### src/hdl/lfo_pkg.sv
`timescale 1ns / 1ps
// ----------------------------------------------------------------------------
// lfo_pkg
// Shared types, register indexes and constants of the oscillator voice.
// ----------------------------------------------------------------------------
package lfo_pkg;

  // default phase accumulator width
  localparam int PhaseBitsDef = 24;

  // depth of the queue between front and back
  localparam int QueueDepth = 2;

  // fixed-point constants
  localparam logic [24:0]        OneQ24   = 25'd16777216;
  localparam logic signed [17:0] OneQ16   = 18'sd65536;
  localparam logic [31:0]        LfsrSeed = 32'h2545F491;
  localparam logic signed [23:0] ScaleRst = 24'sd65536;
  localparam logic signed [25:0] SatMax   = 26'sd8388607;
  localparam logic signed [25:0] SatMin   = -26'sd8388608;

  // configuration register indexes
  localparam logic [2:0] RegBaseFreq    = 3'd0;
  localparam logic [2:0] RegRateRatio   = 3'd1;
  localparam logic [2:0] RegPhaseOffset = 3'd2;
  localparam logic [2:0] RegWaveSelect  = 3'd3;
  localparam logic [2:0] RegOutScale    = 3'd4;
  localparam logic [2:0] RegOutOffset   = 3'd5;
  localparam logic [2:0] RegDelayFrames = 3'd6;
  localparam logic [2:0] RegFadeStep    = 3'd7;

  // wave select codes
  localparam logic [3:0] WaveTri    = 4'd0;
  localparam logic [3:0] WaveSine   = 4'd1;
  localparam logic [3:0] WavePulse3 = 4'd2;
  localparam logic [3:0] WaveSquare = 4'd3;
  localparam logic [3:0] WavePulse1 = 4'd4;
  localparam logic [3:0] WavePulse8 = 4'd5;
  localparam logic [3:0] WaveRamp   = 4'd6;
  localparam logic [3:0] WaveSaw    = 4'd7;
  localparam logic [3:0] WaveHold   = 4'd8;

  // command codes of an input beat
  localparam logic CmdTick  = 1'b0;
  localparam logic CmdStart = 1'b1;

  typedef struct packed {
    logic              cmd;
    logic signed [23:0] freq_mod;
    logic [22:0]        trigger_delay;
  } in_item_t;

  typedef struct packed {
    logic signed [23:0] lfo_value;
    logic               in_delay;
  } out_item_t;

  typedef struct packed {
    logic [23:0]        base_freq;
    logic [31:0]        rate_ratio;
    logic [23:0]        phase_offset;
    logic [3:0]         wave_select;
    logic signed [23:0] out_scale;
    logic signed [23:0] out_offset;
    logic [22:0]        delay_frames;
    logic [23:0]        fade_step;
  } cfg_t;

  // classified operation handed from front to back
  typedef enum logic [1:0] {
    OpStart,
    OpDelay,
    OpRun
  } op_e;

  typedef struct packed {
    op_e                kind;
    logic signed [23:0] freq_mod;
    logic               delay_flag;
  } op_t;

endpackage

### src/hdl/lfo_queue.sv
`timescale 1ns / 1ps
// ----------------------------------------------------------------------------
// lfo_queue
// Short register queue of classified operations between front and back.
// ----------------------------------------------------------------------------
module lfo_queue
  import lfo_pkg::*;
(
  input  logic clk_i,
  input  logic rst_ni,
  input  logic wr_i,
  input  op_t  wr_op_i,
  output logic full_o,
  input  logic rd_i,
  output op_t  rd_op_o,
  output logic valid_o
);

  localparam int PtrW = (QueueDepth > 1) ? $clog2(QueueDepth) : 1;
  localparam int CntW = $clog2(QueueDepth + 1);

  op_t             mem_q [QueueDepth];
  logic [PtrW-1:0] wr_ptr_q, rd_ptr_q;
  logic [CntW-1:0] count_q;

  assign full_o  = (count_q == CntW'(QueueDepth));
  assign valid_o = (count_q != '0);
  assign rd_op_o = mem_q[rd_ptr_q];

  // pointers and fill count
  always_ff @(posedge clk_i or negedge rst_ni) begin
    if (!rst_ni) begin
      wr_ptr_q <= '0;
      rd_ptr_q <= '0;
      count_q  <= '0;
    end else begin
      if (wr_i) begin
        wr_ptr_q <= (wr_ptr_q == PtrW'(QueueDepth - 1)) ? '0 : wr_ptr_q + 1'b1;
      end
      if (rd_i) begin
        rd_ptr_q <= (rd_ptr_q == PtrW'(QueueDepth - 1)) ? '0 : rd_ptr_q + 1'b1;
      end
      if (wr_i && !rd_i) begin
        count_q <= count_q + 1'b1;
      end else if (!wr_i && rd_i) begin
        count_q <= count_q - 1'b1;
      end
    end
  end

  // entry storage
  always_ff @(posedge clk_i) begin
    if (wr_i) begin
      mem_q[wr_ptr_q] <= wr_op_i;
    end
  end

endmodule

### src/hdl/lfo_front.sv
`timescale 1ns / 1ps
// ----------------------------------------------------------------------------
// lfo_front
// Accepts input beats, runs the start delay count and classifies each beat
// as start, delay tick or running tick.
// ----------------------------------------------------------------------------
module lfo_front
  import lfo_pkg::*;
(
  input  logic     clk_i,
  input  logic     rst_ni,
  input  cfg_t     cfg_i,
  input  logic     push_i,
  input  in_item_t item_i,
  input  logic     q_full_i,
  output logic     full_o,
  output logic     q_wr_o,
  output op_t      q_op_o
);

  logic [23:0] delay_left_q, delay_left_d;
  logic [23:0] new_delay;
  logic        accept;

  assign full_o    = q_full_i;
  assign accept    = push_i && !q_full_i;
  assign q_wr_o    = accept;
  assign new_delay = {1'b0, item_i.trigger_delay} + {1'b0, cfg_i.delay_frames};

  // classify the beat and update the delay count
  always_comb begin
    delay_left_d      = delay_left_q;
    q_op_o.kind       = OpRun;
    q_op_o.freq_mod   = item_i.freq_mod;
    q_op_o.delay_flag = 1'b0;
    if (item_i.cmd == CmdStart) begin
      q_op_o.kind       = OpStart;
      q_op_o.delay_flag = (new_delay != '0);
      if (accept) begin
        delay_left_d = new_delay;
      end
    end else if (delay_left_q != '0) begin
      q_op_o.kind       = OpDelay;
      q_op_o.delay_flag = 1'b1;
      if (accept) begin
        delay_left_d = delay_left_q - 1'b1;
      end
    end
  end

  always_ff @(posedge clk_i or negedge rst_ni) begin
    if (!rst_ni) begin
      delay_left_q <= '0;
    end else begin
      delay_left_q <= delay_left_d;
    end
  end

endmodule

### src/hdl/lfo_back.sv
`timescale 1ns / 1ps
// ----------------------------------------------------------------------------
// lfo_back
// Executes queued operations: waveform shaping, gain, fade-in and phase
// advance over one shared registered multiplier, with a one-beat result slot.
// ----------------------------------------------------------------------------
module lfo_back
  import lfo_pkg::*;
#(
  parameter int PHASE_BITS = PhaseBitsDef
) (
  input  logic      clk_i,
  input  logic      rst_ni,
  input  cfg_t      cfg_i,
  input  logic      q_valid_i,
  input  op_t       q_op_i,
  output logic      q_rd_o,
  input  logic      pop_i,
  output logic      empty_o,
  output out_item_t res_o
);

  localparam int Up = (PHASE_BITS >= 24) ? PHASE_BITS - 24 : 0;
  localparam int Dn = (PHASE_BITS < 24) ? 24 - PHASE_BITS : 0;

  typedef enum logic [3:0] {
    SIdle,
    SSine,
    SShape,
    SScale,
    SOffs,
    SFade,
    SFade2,
    SPhase,
    SEmit
  } state_e;

  state_e                  state_q;
  logic [PHASE_BITS-1:0]   phase_acc_q;
  logic [24:0]             fade_pos_q;
  logic signed [17:0]      hold_value_q;
  logic                    hold_half_q;
  logic [31:0]             lfsr_q;
  logic signed [17:0]      shape_q;
  logic signed [25:0]      val_q;
  logic                    dly_q;
  logic signed [23:0]      fmod_q;
  logic                    res_valid_q;
  out_item_t               res_q;
  logic signed [60:0]      mul_q;

  logic signed [33:0]      mul_a;
  logic signed [26:0]      mul_b;
  logic [55:0]             off_w, ph_w;
  logic [PHASE_BITS-1:0]   off_pb, ph_pb, phase_up;
  logic [23:0]             ph24;
  logic signed [27:0]      ph4, tri_t, ramp_t, saw_t;
  logic signed [25:0]      sine_x, sine_ax, sine_b;
  logic signed [60:0]      sine_neg, sc_full, fade_full;
  logic signed [17:0]      shape_v;
  logic                    half;
  logic [31:0]             lfsr_1, lfsr_2, lfsr_3;
  logic [25:0]             fade_sum;
  logic signed [26:0]      freq;
  logic signed [25:0]      offs_v;
  logic                    slot_free;

  // shaped phase in Q0.24
  assign off_w  = ({32'b0, cfg_i.phase_offset} << Up) >> Dn;
  assign off_pb = off_w[PHASE_BITS-1:0];
  assign ph_pb  = phase_acc_q + off_pb;
  assign ph_w   = ({{(56 - PHASE_BITS){1'b0}}, ph_pb} << Dn) >> Up;
  assign ph24   = ph_w[23:0];
  assign half   = (ph24 > 24'h800000);

  // shape terms
  assign ph4    = $signed({2'b00, ph24, 2'b00});
  assign ramp_t = $signed({3'b000, ph24, 1'b0}) - 28'sd16777216;
  assign saw_t  = 28'sd16777216 - $signed({3'b000, ph24, 1'b0});
  assign sine_x = $signed({1'b0, ph24, 1'b0}) - 26'sd16777216;
  assign sine_ax = sine_x[25] ? -sine_x : sine_x;
  assign sine_b = 26'sd16777216 - sine_ax;
  assign sine_neg = -mul_q;

  always_comb begin
    if (ph24 < 24'h400000) begin
      tri_t = ph4;
    end else if (ph24 > 24'hC00000) begin
      tri_t = ph4 - 28'sd67108864;
    end else begin
      tri_t = 28'sd33554432 - ph4;
    end
  end

  // shape value per wave
  always_comb begin
    unique case (cfg_i.wave_select)
      WaveTri:    shape_v = tri_t[25:8];
      WaveSine:   shape_v = sine_neg[47:30];
      WavePulse3: shape_v = (ph24 < 24'hC00000) ? OneQ16 : '0;
      WaveSquare: shape_v = (ph24 < 24'h800000) ? OneQ16 : '0;
      WavePulse1: shape_v = (ph24 < 24'h400000) ? OneQ16 : '0;
      WavePulse8: shape_v = (ph24 < 24'h200000) ? OneQ16 : '0;
      WaveRamp:   shape_v = ramp_t[25:8];
      WaveSaw:    shape_v = saw_t[25:8];
      WaveHold:   shape_v = hold_value_q;
      default:    shape_v = '0;
    endcase
  end

  // xorshift step
  assign lfsr_1 = lfsr_q ^ (lfsr_q << 13);
  assign lfsr_2 = lfsr_1 ^ (lfsr_1 >> 17);
  assign lfsr_3 = lfsr_2 ^ (lfsr_2 << 5);

  // gain, fade and phase increment terms
  assign sc_full   = mul_q >>> 16;
  assign offs_v    = (cfg_i.wave_select > WaveHold) ? '0
                   : 26'(cfg_i.out_offset) + sc_full[25:0];
  assign fade_full = mul_q >>> 24;
  assign fade_sum  = {1'b0, fade_pos_q} + {2'b00, cfg_i.fade_step};
  assign freq      = $signed({3'b000, cfg_i.base_freq}) + 27'(fmod_q);
  assign phase_up  = mul_q[44-PHASE_BITS +: PHASE_BITS];

  // shared multiplier operands
  always_comb begin
    mul_a = '0;
    mul_b = '0;
    unique case (state_q)
      SSine: begin
        mul_a = 34'(sine_x);
        mul_b = 27'(sine_b);
      end
      SScale: begin
        mul_a = 34'(cfg_i.out_scale);
        mul_b = 27'(shape_q);
      end
      SFade: begin
        mul_a = 34'(val_q);
        mul_b = $signed({2'b00, fade_pos_q});
      end
      SFade2: begin
        mul_a = $signed({2'b00, cfg_i.rate_ratio});
        mul_b = freq;
      end
      default: begin
        mul_a = '0;
        mul_b = '0;
      end
    endcase
  end

  always_ff @(posedge clk_i) begin
    mul_q <= mul_a * mul_b;
  end

  assign slot_free = !res_valid_q || pop_i;
  assign q_rd_o    = (state_q == SIdle) && q_valid_i;
  assign empty_o   = !res_valid_q;
  assign res_o     = res_q;

  // sequencer with voice state and result slot
  always_ff @(posedge clk_i or negedge rst_ni) begin
    if (!rst_ni) begin
      state_q      <= SIdle;
      phase_acc_q  <= '0;
      fade_pos_q   <= OneQ24;
      hold_value_q <= '0;
      hold_half_q  <= 1'b0;
      lfsr_q       <= LfsrSeed;
      shape_q      <= '0;
      val_q        <= '0;
      dly_q        <= 1'b0;
      fmod_q       <= '0;
      res_valid_q  <= 1'b0;
      res_q        <= '0;
    end else begin
      // a popped beat frees the slot unless a new beat fills it
      if (pop_i && res_valid_q && (state_q != SEmit)) begin
        res_valid_q <= 1'b0;
      end
      unique case (state_q)
        SIdle: begin
          if (q_valid_i) begin
            fmod_q <= q_op_i.freq_mod;
            dly_q  <= q_op_i.delay_flag;
            val_q  <= '0;
            unique case (q_op_i.kind)
              OpStart: begin
                phase_acc_q  <= '0;
                hold_value_q <= '0;
                hold_half_q  <= 1'b0;
                fade_pos_q   <= (cfg_i.fade_step != '0) ? '0 : OneQ24;
                state_q      <= SEmit;
              end
              OpDelay: state_q <= SEmit;
              OpRun:   state_q <= SSine;
              default: state_q <= SEmit;
            endcase
          end
        end
        SSine: state_q <= SShape;
        SShape: begin
          shape_q <= shape_v;
          // sample-and-hold on a half-cycle crossing
          if (cfg_i.wave_select == WaveHold) begin
            hold_half_q <= half;
            if (half != hold_half_q) begin
              lfsr_q       <= lfsr_3;
              hold_value_q <= $signed({1'b0, lfsr_3[31:15]}) - OneQ16;
            end
          end
          state_q <= SScale;
        end
        SScale: state_q <= SOffs;
        SOffs: begin
          val_q   <= offs_v;
          state_q <= SFade;
        end
        SFade: state_q <= SFade2;
        SFade2: begin
          if (fade_pos_q < OneQ24) begin
            val_q      <= fade_full[25:0];
            fade_pos_q <= (fade_sum > {1'b0, OneQ24}) ? OneQ24 : fade_sum[24:0];
          end
          state_q <= SPhase;
        end
        SPhase: begin
          phase_acc_q <= phase_acc_q + phase_up;
          state_q     <= SEmit;
        end
        SEmit: begin
          if (slot_free) begin
            res_valid_q    <= 1'b1;
            res_q.in_delay <= dly_q;
            if (val_q > SatMax) begin
              res_q.lfo_value <= SatMax[23:0];
            end else if (val_q < SatMin) begin
              res_q.lfo_value <= SatMin[23:0];
            end else begin
              res_q.lfo_value <= val_q[23:0];
            end
            state_q <= SIdle;
          end
        end
        default: state_q <= SIdle;
      endcase
    end
  end

endmodule

### src/hdl/lfo_waveform_generator.sv
`timescale 1ns / 1ps
// ----------------------------------------------------------------------------
// lfo_waveform_generator
// Low-frequency oscillator voice with start delay, fade-in and random hold.
// ----------------------------------------------------------------------------
// Usage:
//   Input beats are pushed with push while full is low. A tick (cmd 0)
//   carries a frequency modulation; a start (cmd 1) restarts the voice and
//   loads the start delay. Each input beat gives exactly one result beat,
//   read with pop while empty is low, oldest first.
//   Configuration is written through cfg_valid_i/cfg_ready_o (always ready)
//   with a register index and data; it must be written by the user only
//   while the voice is idle, which the block does not enforce. A running
//   tick passes the sine, shape, scale, offset, fade, phase and emit states
//   (one shared multiplier pass each for sine, gain, fade and phase step);
//   start and delay beats go straight to emit. One item executes at a time.
//   A two-entry queue between the input classifier and the execution unit
//   keeps accepting beats while a result waits in the output slot.
//   Reset clears the queue, the delay count, the phase and the hold state,
//   sets the fade gain to one and reseeds the noise register.
//   When the receiver stalls, the finished result holds, the execution unit
//   waits, and once the queue fills full is raised.
// ----------------------------------------------------------------------------
module lfo_waveform_generator
  import lfo_pkg::*;
#(
  parameter int PHASE_BITS = PhaseBitsDef
) (
  input  logic      clk_i,
  input  logic      rst_ni,
  input  logic      push,
  output logic      full,
  input  in_item_t  in_item_i,
  output logic      empty,
  input  logic      pop,
  output out_item_t out_item_o,
  input  logic      cfg_valid_i,
  output logic      cfg_ready_o,
  input  logic [2:0]  cfg_index_i,
  input  logic [31:0] cfg_data_i
);

  cfg_t cfg_q;
  logic q_wr, q_full, q_rd, q_valid;
  op_t  q_wr_op, q_rd_op;

  assign cfg_ready_o = 1'b1;

  // configuration registers
  always_ff @(posedge clk_i or negedge rst_ni) begin
    if (!rst_ni) begin
      cfg_q.base_freq    <= '0;
      cfg_q.rate_ratio   <= '0;
      cfg_q.phase_offset <= '0;
      cfg_q.wave_select  <= WaveTri;
      cfg_q.out_scale    <= ScaleRst;
      cfg_q.out_offset   <= '0;
      cfg_q.delay_frames <= '0;
      cfg_q.fade_step    <= '0;
    end else if (cfg_valid_i) begin
      unique case (cfg_index_i)
        RegBaseFreq:    cfg_q.base_freq    <= cfg_data_i[23:0];
        RegRateRatio:   cfg_q.rate_ratio   <= cfg_data_i;
        RegPhaseOffset: cfg_q.phase_offset <= cfg_data_i[23:0];
        RegWaveSelect:  cfg_q.wave_select  <= cfg_data_i[3:0];
        RegOutScale:    cfg_q.out_scale    <= cfg_data_i[23:0];
        RegOutOffset:   cfg_q.out_offset   <= cfg_data_i[23:0];
        RegDelayFrames: cfg_q.delay_frames <= cfg_data_i[22:0];
        RegFadeStep:    cfg_q.fade_step    <= cfg_data_i[23:0];
        default: ;
      endcase
    end
  end

  // input classifier
  lfo_front u_front (
    .clk_i    (clk_i),
    .rst_ni   (rst_ni),
    .cfg_i    (cfg_q),
    .push_i   (push),
    .item_i   (in_item_i),
    .q_full_i (q_full),
    .full_o   (full),
    .q_wr_o   (q_wr),
    .q_op_o   (q_wr_op)
  );

  // operation queue
  lfo_queue u_queue (
    .clk_i   (clk_i),
    .rst_ni  (rst_ni),
    .wr_i    (q_wr),
    .wr_op_i (q_wr_op),
    .full_o  (q_full),
    .rd_i    (q_rd),
    .rd_op_o (q_rd_op),
    .valid_o (q_valid)
  );

  // execution unit
  lfo_back #(
    .PHASE_BITS (PHASE_BITS)
  ) u_back (
    .clk_i     (clk_i),
    .rst_ni    (rst_ni),
    .cfg_i     (cfg_q),
    .q_valid_i (q_valid),
    .q_op_i    (q_rd_op),
    .q_rd_o    (q_rd),
    .pop_i     (pop),
    .empty_o   (empty),
    .res_o     (out_item_o)
  );

endmodule

### config.mk
export PLATFORM = sky130hd
export DESIGN_NAME = lfo_waveform_generator
export DESIGN_NICKNAME = d
export VERILOG_FILES = /design/src/hdl/lfo_pkg.sv /design/src/hdl/lfo_queue.sv /design/src/hdl/lfo_front.sv /design/src/hdl/lfo_back.sv /design/src/hdl/lfo_waveform_generator.sv
export SDC_FILE = /design/constraint.sdc
export NUM_CORES = 2
export LEC_CHECK = 0
export ABC_AREA = 1
export BUFFER_PORTS_ARGS = -buffer_cell sky130_fd_sc_hd__buf_2
export CAP_MARGIN = 25
export CORE_ASPECT_RATIO = 0.7
export CORE_MARGIN = 2
export CORE_UTILIZATION = 55
export DETAILED_ROUTE_END_ITERATION = 7
export PLACE_DENSITY = 0.8
export SYNTH_ARGS = -nofsm -noshare
export SYNTH_HDL_FRONTEND = slang
export SYNTH_SLANG_ARGS = --single-unit
### constraint.sdc
create_clock -name clk_i -period 16.6 [get_ports clk_i]
set_clock_uncertainty 0.05 [all_clocks]
set_input_delay 0.83 -clock clk_i [delete_from_list [all_inputs] [get_ports clk_i]]
set_output_delay 0.83 -clock clk_i [all_outputs]
set_load 0.05 [all_outputs]
After elaboration in Yosys (flattened, before gate mapping) --
Memory sizes are Yosys's and may differ from the RTL's. Index checks and enable logic that the tools add are counted.
Cells by class: add/subtract/negate cells 20, multipliers 1, div/mod/pow operators 0, order comparisons 11, equal/unequal tests 33, shift-type cells 0, mux-type cells 55, bitwise operators 3, reduce and logical (&&, ||, !) cells 43
Operator list (number):
- $mux W24 | 8
- $pmux W18 S9 | 1
- $mux W26 | 6
- $pmux W34 S4 | 1
- $mux W25 | 5
- $pmux W27 S4 | 1
- $pmux W26 S3 | 1
- $mux W18 | 4
- $reduce_bool A24 Y1 | 3
- $mux W17 | 4
- $xor A32 B32 Y32 | 2
- $add A25 B24 Y26 | 2
- $sub A25 B25 Y26 const B | 2
- $sub A26 B26 Y26 const A | 2
- $mul A34 B27 Y50 | 1
- $pmux W25 S2 | 1
- $add A24 B24 Y24 | 2
- $gt A24 B24 Y1 const B | 2
- $lt A24 B24 Y1 const B | 2
- $neg A48 Y48 | 1
- $pmux W24 S2 | 1
- $pmux W18 S2 | 1
- $pmux W4 S9 | 1
- $eq A4 B3 Y1 const B | 8
- other kinds (45) | 104
Storage, ports and cells: flip-flop bits (word level) 456, bits in latches 0, bits in writable memories 54, ROM bits 0, bits of input ports 88, output and inout bits 28, word-level logic and storage cells 193, memories 1
Memory list:
- u_queue.mem_q | depth 2, bits a word 27, rd ports 1, clocked after memory_dff 0, wr ports 1, RTL line lfo_queue.sv:22 | op_t mem_q [QueueDepth];

Longest topological paths before layout --
depth after elaboration 7, depth in mapped cells 60, gate-level depth less buffers 58

Modules after synthesis --
From an unflattened synthesis, not the netlist that was laid out.
Second synthesis, totals: cells, all modules 7528, area total of the unflattened synthesis 58900.2 um2
Modules (own cells, without submodules):
- lfo_back | instances 1, cells an instance 6048, area an instance 46115.5 um2, seq. area each 5974.5 um2
- lfo_waveform_generator | instances 1, cells an instance 791, area an instance 6960.4 um2, seq. area each 4480.5 um2
- lfo_front | instances 1, cells an instance 580, area an instance 3569.7 um2, seq. area each 600.6 um2
- lfo_queue | instances 1, cells an instance 109, area an instance 2254.7 um2, seq. area each 1721.7 um2

Least setup slack after synthesis --
Ideal clock, no wire load.
path kind register -> register, from register u_back.phase_acc_q[0], to register u_back.mul_q[48], setup time 123 ps, data arrival time 8828 ps, data required time 16427 ps, slack 7599 ps, stages on the path, launching flop included 47, buffers on the path 1, clock period less this slack 9001 ps, cell sequence dfrtp_1 -> ha_1 -> fa_1 -> inv_1 -> ha_1 -> inv_1 -> nor2_2 -> nand3_1 -> nor2_2 -> nand3_2 -> nand2_1 -> inv_2 -> nand2_2 -> nand2_2 -> nor2_1 -> nand2_1 -> nor2_4 -> inv_2 -> [... 11 more ...] -> inv_1 -> ha_1 -> fa_1 -> fa_1 -> fa_1 -> ha_1 -> nand2_1 -> o21ai_0 -> o21bai_1 -> a21boi_0 -> o21ai_0 -> nand2_1 -> o2bb2ai_1 -> o31ai_1 -> a31oi_1 -> o21ai_0 -> a21oi_1 -> xor2_1
Between the ends: longest elaborated chain between the ends 7, elaborated cells between the ends (all ways) 8, classes of those cells 4 x add/sub; 1 x mul; 3 x mux
Ends and longest elaborated chain:
- from (decl) | RTL line lfo_back.sv:39 | logic [PHASE_BITS-1:0] phase_acc_q;
- from (signal assigned) | RTL line lfo_back.sv:229 | phase_acc_q <= phase_acc_q + phase_up;
- $add A24 B24 Y24 * | RTL line lfo_back.sv:71 | assign ph_pb = phase_acc_q + off_pb;
- $sub A25 B25 Y26 * | RTL line lfo_back.sv:80 | assign sine_x = $signed({1'b0, ph24, 1'b0}) - 26'sd16777216;
- $neg A26 Y26 | RTL line lfo_back.sv:81 | assign sine_ax = sine_x[25] ? -sine_x : sine_x;
- $mux W26 | RTL line lfo_back.sv:81
- $sub A26 B26 Y26 | RTL line lfo_back.sv:82 | assign sine_b = 26'sd16777216 - sine_ax;
- $pmux W27 S4 | RTL line lfo_back.sv:129 | unique case (state_q)
- $mul A34 B27 Y50 * | RTL line lfo_back.sv:154 | mul_q <= mul_a * mul_b;
- to (signal assigned) | RTL line lfo_back.sv:154
- to (decl) | RTL line lfo_back.sv:50 | logic signed [60:0] mul_q;
Mark *: on every way between the ends. The rest lies on a longest branch, timed or not. A chain may end at the register's enable or synchronous reset.

Worst setup path in the final report --
from register u_back.phase_acc_q[7], to register u_back.mul_q[48]
Same word-level chain as after synthesis.

==> results.ini <==
[placement]
port-buffer-count=114
place_inst=8538
pre_cts_slack_ns=5.25
place_area_um2=59700
globalplace.congestion=1.10
hpwl_um=157000

[sta]
tns_ns=0
holdWs_ns=0.193
slew_headroom_pct=23.5
maxSlewViolCount=0
worst_pin_slew_ns=1.14
fmax_mhz=85.6
finalHoldViolCount=0
rsz0062_at_grt=no
period_minus_slack_ns=11.68
setup_ws_ns=4.92
setup_viol=0
finalCritPeriodShare_pct=70.4

[floorplanning]
start_util_pct=55.4
die_y_um=275
die_area_um2=108000
row_count=99
fp.dieW_um=391
coreArea_um2=104000
pin_count=116

[worst_setup_path]
critPathKind=flip-flop to flip-flop
rrSetupSlack_ns=4.92
crit_slowest_cell=inv_1
timing.critical_path.buf_inv=3
rr_worst_depth=42
r2r-end=u_back.mul_q[48]
critPathLaunchType=flip-flop
cp_data_arrival_time_ns=12.18
end_kind=flip-flop
crit_top_cell=nand2_1
rr_startpoint=u_back.phase_acc_q[7]
cp.required_ns=17.10
cp_top_family=adder cells
slowest_delay_ns=0.85
cp_max_fo=36

[synthesis]
synth-main-ff-cell=dfrtp_1
yosys.area_share.simple_pct=19.8
synth_xor_area_share_pct=3.02
synthesis.nets=8420
async_flop_share_pct=79.6
ys_types=71
ys_top_cells_by_area=fa_1 (28%), dfrtp_1 (17%), nand2_1 (12%), inv_1 (9.2%), ha_1 (6.6%)
synth_top_area_share_pct=27.7
yosysWarnings=0
synth_top_family_by_area=adder cells
ys_seq_area_share_pct=22.2
synth_area_um2=57700
synth_area_per_cell_um2=7.98
synthCells=7229
synth_edf_count=54
synthMuxAreaShare_pct=0.347
ys_ff_latch=509
synth_compound_area_share_pct=9.20
synth_area_leader_cell=fa_1
synthAdderAreaFrac_pct=34.3

[cts]
cts_buffers=51
clock_path_buffers=3
clkSinkCount=509
cts_tree=done
postCtsHoldBufs=0
cts_root_buf=clkbuf_16
clkTransAtPathRegs_ns=0.07
cts_setup_buffers=0
clkLatencyLatePin_ns=0.66
htreeDepth=2
ctsResizeCount=0

[detailed_routing]
drt-vias-per-instance=5.84
drt-total-wl_um=199000
ant_nets=0
first_pass_iters=6
dr_total_vias=50500
routedWlPerCell_um=23.0
drc=0
drt-initial-drc-count=6002

[power]
ir_drop_v=0.0000825
leakagePower_nw=31.9
pwr_density_cell_nw_per_um2=116

[cells_and_area]
multi_input_area_um2=38500
num-fill-cells=9166
fin_area_um2=61700
synthToLayoutAreaGrowth_pct=6.99
seq_area_um2=12800
final_layout_size_suffix_gt1_share_pct=6.86
final_cell_count_no_fill=8649
nets=8426

[global_route]
grt_max_degree=120
antenna_found_initial=19
grt_overflow=0
grt_pass1_vias=49700
grt_pass1_wl_um=303000
grt_usage_pct=37.6

[status]
status=completed

[worst_hold_path]
hold_class=input port to async pin

[run]
drv_cap=0

[area by class of cell]
type                    instances  area share [%]
diodes                          8          0.0324
flip-flops and latches        509            20.7
clock inverters                30           0.702
repair buffers                208            2.29
well taps                    1363            2.76
multi-input cells            5017            62.5
clock buffers                  66            2.24
inverters                    1448            8.81
[state kept, by name (all words and copies together) (netlist names)]
name and cells:
u_back.mul_q 50, cfg_q 179, u_queue.rd_ptr_q 1, u_back.hold_half_q 1, u_back.state_q 4, u_queue.count_q 2, u_front.delay_left_q 24, u_back.dly_q 1
u_back.res_o 25, u_back.fade_pos_q 25, u_back.shape_q 18, u_back.phase_acc_q 24, u_back.res_valid_q 1, u_back.hold_value_q 17, u_back.val_q 26, u_back.lfsr_q 32
u_queue.wr_ptr_q 1, u_back.fmod_q 24, u_queue.mem_q 54
[cell usage in the layout, fill, tap and decap left out, drive strengths merged, types with 9 or more instances in the layout]
| cell type | count |
|---|---|
| a22oi | 10 |
| o21bai | 12 |
| a221oi | 9 |
| xor2 | 116 |
| mux2i | 11 |
| buf | 208 |
| o21a | 9 |
| o21ai | 448 |
| ha | 306 |
| a31oi | 28 |
| dfxtp | 50 |
| clkinv | 20 |
| nand4 | 73 |
| nor3 | 36 |
| dfrtp | 389 |
| nand2 | 1900 |
| nor2 | 473 |
| xnor2 | 83 |
| or2 | 22 |
| inv | 1447 |
| edfxtp | 54 |
| o22ai | 27 |
| fa | 797 |
| clkbuf | 66 |
| nand3 | 219 |
| nor4 | 12 |
| o221ai | 11 |
| a2bb2oi | 17 |
| a21oi | 309 |
| dfstp | 16 |
| o211ai | 28 |
[synthesized netlist by cell type, drive strengths merged, types with 50 or more instances]
cell type	n
nand2	1900
inv	1441
fa	797
nor2	473
o21ai	448
dfrtp	389
a21oi	309
ha	306
clkbuf	227
nand3	219
xor2	116
xnor2	83
nand4	73
edfxtp	54
dfxtp	50
[how the worst max path moves through the flow]
stage                               start               end  slack (ns)  cells after the start
detailed placement  u_back.phase_acc_q[7]  u_back.mul_q[48]        5.25                     42
finish              u_back.phase_acc_q[7]  u_back.mul_q[48]        4.92                     42
CTS                 u_back.phase_acc_q[7]  u_back.mul_q[48]        5.21                     42
floorplan           u_back.phase_acc_q[0]  u_back.mul_q[48]        7.60                     46
global placement    u_back.phase_acc_q[6]  u_back.mul_q[48]        5.56                     43
global route        u_back.phase_acc_q[9]  u_back.mul_q[48]        4.30                     44
[metal layers]
layer	part of all wire [%]	track usage [%]	vias to the layer above
met2	39	51.6	3120
met5	0.16	1.30	-
met3	15	13.6	509
met4	3.6	11.5	20
met1	42	55.1	24800
li1	-	-	22100
[worst register-to-register path: cells and delay by family, from the launching register on]
family | cells | cell delay (ns)
adder cells (fa/ha/maj) | 9 | 3.92
AND/OR/NAND/NOR | 20 | 3.12
flip-flops | 1 | 0.41
XOR/XNOR | 1 | 0.16
buffers and inverters | 3 | 1.39
AO/OA/AOI/OAI | 9 | 2.51
[power by group]
part / switching [mW] / total [mW] / internal (mW)
logic: 2.83 / 4.00 / 1.18
clock network: 0.573 / 1.30 / 0.725
registers: 0.269 / 1.85 / 1.58
[kinds of logic after synthesis]
| kind of cell | Yosys count |
|---|---|
| and+or+nand+nor | 2742 |
| AOI/OAI and AO/OA | 953 |
| DFF | 509 |
| muxes | 19 |
| xor gates and xnor gates | 199 |
| other | 1 |
| adders and majority gates | 1103 |
| buffers and inverters | 1703 |
[per-stage QoR]
| stage | utilization, % | power (mW) |
|---|---|---|
| 3_5_place_dp | 57.4 | 5.67 |
| 6_report | 59.3 | 7.15 |
| 4_1_cts | 59.2 | 6.97 |
| 3_3_place_gp | 57.4 | 5.57 |
| 2_1_floorplan | - | 4.33 |
| 5_1_grt | 59.3 | 7.55 |
Power figures use the tool's default switching activity.
